## config.mk

```make
export PLATFORM = sky130hd
export DESIGN_NAME = p2fill_ram
export DESIGN_NICKNAME = d
export VERILOG_FILES = /design/src/rtl/p2fill_ram.sv
export SDC_FILE = /design/constraint.sdc
export NUM_CORES = 1
export LEC_CHECK = 0
export CAP_MARGIN = 20
export CELL_PAD_IN_SITES_DETAIL_PLACEMENT = 0
export CELL_PAD_IN_SITES_GLOBAL_PLACEMENT = 1
export CORE_MARGIN = 10
export CORE_UTILIZATION = 50
export CTS_CLUSTER_DIAMETER = 80
export CTS_CLUSTER_SIZE = 24
export DETAILED_ROUTE_END_ITERATION = 10
export DONT_BUFFER_PORTS = 1
export PLACE_DENSITY_LB_ADDON = 0.25
export SLEW_MARGIN = 20
export SYNTH_ARGS = -nofsm -noshare
export SYNTH_HDL_FRONTEND = slang
export SYNTH_SLANG_ARGS = --single-unit
```

## constraint.sdc

```tcl
create_clock -name clk -period 3.7 [get_ports clk]
set_clock_uncertainty 0.2 [all_clocks]
set_input_delay 0.74 -clock clk [delete_from_list [all_inputs] [get_ports clk]]
set_output_delay 0.74 -clock clk [all_outputs]
set_load 0.05 [all_outputs]
```

## src/rtl/p2fill_ram.sv

```systemverilog
// generic single-clock ram, one write port and one registered read port
// no dependencies
module p2fill_ram #(
	parameter int WIDTH = 8,
	parameter int DEPTH = 16,
	localparam int AW = (DEPTH > 1) ? $clog2(DEPTH) : 1
) (
	input  logic             clk,
	input  logic             we,
	input  logic [AW-1:0]    waddr,
	input  logic [WIDTH-1:0] wdata,
	input  logic [AW-1:0]    raddr,
	output logic [WIDTH-1:0] rdata
);

	logic [WIDTH-1:0] mem [DEPTH];
	logic [WIDTH-1:0] rdata_q;

	always_ff @(posedge clk) begin
		if (we) begin
			mem[waddr] <= wdata;
		end
		rdata_q <= mem[raddr];
	end

	assign rdata = rdata_q;

endmodule

```

### After elaboration in Yosys (flattened, before gate mapping)

Memories as Yosys holds them, arrays and structs flattened. A register that Yosys moved wholly into a read port is not among the register bits.
Index checks and enable logic that the tools add are counted.

| word-level totals | value |
|---|---|
| flip-flop bits (word level) | 0 |
| RAM bits | 128 |
| bits of input ports | 18 |
| output and inout port bits | 8 |
| word-level logic and storage cells | 3 |
| memories kept | 1 |

Memory list:

| memory | words | width | rd ports | clocked after Yosys merged registers in | write ports | line | RTL |
|---|---|---|---|---|---|---|---|
| mem | 16 | 8 | 1 | 1 | 1 | 16 | `logic [WIDTH-1:0] mem [DEPTH];` |

| operators by class | value |
|---|---|
| muxes and demuxes | 2 |

Operators by type and width:

| operator | number |
|---|---|
| $mux W1 | 2 |

### Depth between registers and ports, before layout

| logic depth | value |
|---|---|
| word-level depth | 2 |
| gate-level depth with buffers | 5 |
| depth with buffers taken out | 3 |

### Worst setup path after synthesis

Ideal clock, no wire load.

| path | value |
|---|---|
| kind | input to register |
| from | in waddr[2] |
| to | mem mem[0][0] (enable) |
| setup time | 383 ps |
| arrival time | 1850 ps |
| data required time | 3117 ps |
| path slack | 1267 ps |
| cell stages on the path | 2 |
| buffers on the path | 0 |
| cell sequence | or3b_2 nor3_1 |

RTL lines:

| what | line | RTL |
|---|---|---|
| from (decl) | 10 | `input logic [AW-1:0] waddr,` |
| to (decl) | 16 |  |

No word-level cell before the write port.

### Worst setup path in the final report

| path | value |
|---|---|
| from | reg rdata_q[0], in the netlist rdata[0] (read register of mem) |
| to | out rdata[0] |

RTL lines:

| what | line | RTL |
|---|---|---|
| from (decl) | 17 | `logic [WIDTH-1:0] rdata_q;` |
| to (decl) | 13 | `output logic [WIDTH-1:0] rdata` |

No word-level cell between the ends.

==> flow_summary.toml <==
[synth]
share_of_the_synthesized_netlist_area_taken_by_xor_and_xnor_gates_pct = 0
ys_types = 19
syn_area_mm2 = 0.00515
post_synth_simple_gate_area_pct = 3.18
synthesis.nets = 247
synth.ff_latch_count = 136
synth_area_in_adders_pct = 0
compound_gate_fraction_of_synth_area_pct = 2.33
synth.area.mux_share_pct = 15.0
syn-instance-count = 229
synthesis.area_per_instance_um2 = 22.5
seq_area_frac_synth_pct = 77.8
largest_family_of_logic_cells_by_synthesized_area = "multiplexers"
synth_warnings = 0

[clock_network]
cts_max_level = 4
cts_buffers = 17
cts_post_setup_buffers_inserted = 0
hold_buffers = 0
tritoncts_num_sinks = 136
cts.reportedPaths.clkPinSlew_ns = 0.06
tritoncts = "yes"
worstSkewPairLatency_ns = 0.51
cts-resized-gates = 0
max-clock-path-buffers = 2
cts.root.buffer_cell = "sky130_fd_sc_hd__clkbuf_8"

[floorplanning]
fp.dieArea_mm2 = 0.0148
num_io_pins = 26
die_height_um = 121
die-width_um = 121
num_rows = 36
core_area_mm2 = 0.00991
initial_core_utilization_pct = 51.9

[placement]
post_dp_cell_area_mm2 = 0.00526
rd_place_congestion = 0.800
detailed_place_hpwl_um = 6060
post-place-cells = 356
preCtsSetupSlack_ns = 1.33
placement.io_buffers = 0

[layout]
post-route-util_pct = 59.3
final_nets = 260
final_cell_area_mm2 = 0.00588
layout_commonest_cell = "sky130_fd_sc_hd__edfxtp_1"
layout.cells.non_filler = 388
commonest_cells_after_routing_fill_and_taps_aside = "sky130_fd_sc_hd__edfxtp_1, sky130_fd_sc_hd__mux4_2, sky130_fd_sc_hd__a22oi_1, sky130_fd_sc_hd__clkbuf_16, sky130_fd_sc_hd__mux4_1"
fillerInstances = 726
post_route_cells_drive_above_1_share_pct = 21.2
n_antenna_cell = 0
syn2layout_area_growth_pct = 14.2

[sta]
rsz0062_at_grt = "false"
number_of_setup_violations_in_the_final_report = 0
fin_crit_sh_pct = 56.0
setup-tns-final_ns = 0
post-route-min-period_ns = 2.07
timing.max_slew.rel_slack_pct = 39.5
worst_margin_pin_slew_ns = 0.905
hold_fails_final_rpt = 0
finalMaxSlewViolations = 0
worst_slack_ns = 1.63
timing.fmax_ghz = 0.483

[global_routing]
antenna_found_initial = 0
via_count_of_the_first_global_routing_pass = 2354
largest_net_degree_at_the_start_of_global_routing = 33
grt_pass1_wl_um = 14700
globalRouteTotalUtil_pct = 14.1
gr-total-overflow = 0

[run]
cap_viol_max_count = 0

[setup_path]
worstPathRequired_ns = 2.76
critPathKind = "flop to primary output"
critPathLaunchType = "flop"
worst_ep_arrival_time_ns = 1.13
timing.critical_path.fanout_max = 1
critical_path.endpoint_type = "primary output"

[detailed_routing]
avgViaCountPerCell = 5.81
firstDrtPassIters = 4
wl_um = 9580
vias = 2253
detail-route-antenna-nets = 0
detail_route.iter0.violations = 154
detail_route.wl_per_cell_um = 24.7
post-route-drc-count = 0

[power_and_ir_drop]
leakage_nw = 1.91
ir_worst_vdd_uv = 285
power_density_mw_per_mm2 = 609

[min_path]
worstHoldPathType = "input port to flop"

[run_status]
outcome = "finished clean"
==> flip-flops by register name, indices dropped and copies added, names as in the netlist <==
signal / cells
rdata: 8
mem: 128
==> worst paths after layout <==
path	from	endpoint	slack (ns)	cells after the start
min reg2reg	mem[14][2]	rdata[2]	0.47	3
max reg2reg	mem[2][2]	rdata[2]	2.07	3
max	rdata[0]	rdata[0]	1.63	0
min	wdata[4]	mem[1][4]	0.12	0
==> final cells by class <==
class | instances | area [µm²] | share of cell area, %
clock buffer | 20 | 445 | 7.58
timing repair buffer | 4 | 30.0 | 0.511
multi-input combinational | 83 | 1060 | 18.0
clock inverter | 12 | 174 | 2.96
tap | 133 | 166 | 2.83
sequential | 136 | 4000 | 68.1
==> layer usage <==
layer  wire length (µm)  track usage, %  part of all wire [%]  up-vias
met5                  0               0                     0        -
met4                 99            4.69                   1.0        0
met3                750            5.21                   7.8        8
met2               4530            20.7                    47       90
met1               4210            18.9                    44     1158
li1                   -               -                     -      997
==> power by group <==
group	leakage [nW]	internal (W)	switching (W)	total, W
Clock	0.293	0.00113	0.000593	0.00172
Sequential	1.22	0.00172	0.0000468	0.00177
Combinational	0.391	0.0000493	0.0000406	0.0000899
Total	1.91	0.00290	0.000680	0.00358
==> cells in the mapped netlist <==
master / count / area [µm²]
sky130_fd_sc_hd__edfxtp_1: 128 / 3840
sky130_fd_sc_hd__mux4_2: 18 / 405
sky130_fd_sc_hd__a22oi_1: 16 / 120
sky130_fd_sc_hd__mux4_1: 14 / 368
sky130_fd_sc_hd__nor2_1: 13 / 48.8
sky130_fd_sc_hd__nand2_1: 9 / 33.8
sky130_fd_sc_hd__dfxtp_1: 8 / 160
sky130_fd_sc_hd__nor3_1: 4 / 20.0
sky130_fd_sc_hd__buf_2: 3 / 15.0
sky130_fd_sc_hd__buf_6: 3 / 33.8
sky130_fd_sc_hd__clkdlybuf4s25_2: 3 / 30.0
sky130_fd_sc_hd__nand2b_1: 2 / 12.5
sky130_fd_sc_hd__nand3b_1: 2 / 15.0
sky130_fd_sc_hd__and2_1: 1 / 6.26
sky130_fd_sc_hd__and2b_1: 1 / 7.51
sky130_fd_sc_hd__buf_4: 1 / 7.51
sky130_fd_sc_hd__nand3_1: 1 / 5.00
sky130_fd_sc_hd__nor2b_1: 1 / 6.26
sky130_fd_sc_hd__or3b_2: 1 / 8.76
==> stage by stage <==
| step | hold WS [ns] | power (W) |
|---|---|---|
| final | 0.124 | 0.00358 |
| after global routing | 0.0839 | 0.00370 |
| after floorplan | 0.429 | 0.00189 |
| after global placement | 0.446 | 0.00189 |
| after detailed placement | 0.458 | 0.00190 |
| after CTS | 0.0954 | 0.00361 |
==> cells by family after synthesis <==
kind of cell	Yosys count
compound gates	16
buf+inv	10
flops	136
mux	32
simple gates	35
No activity file was read; power rests on OpenSTA's default activity.
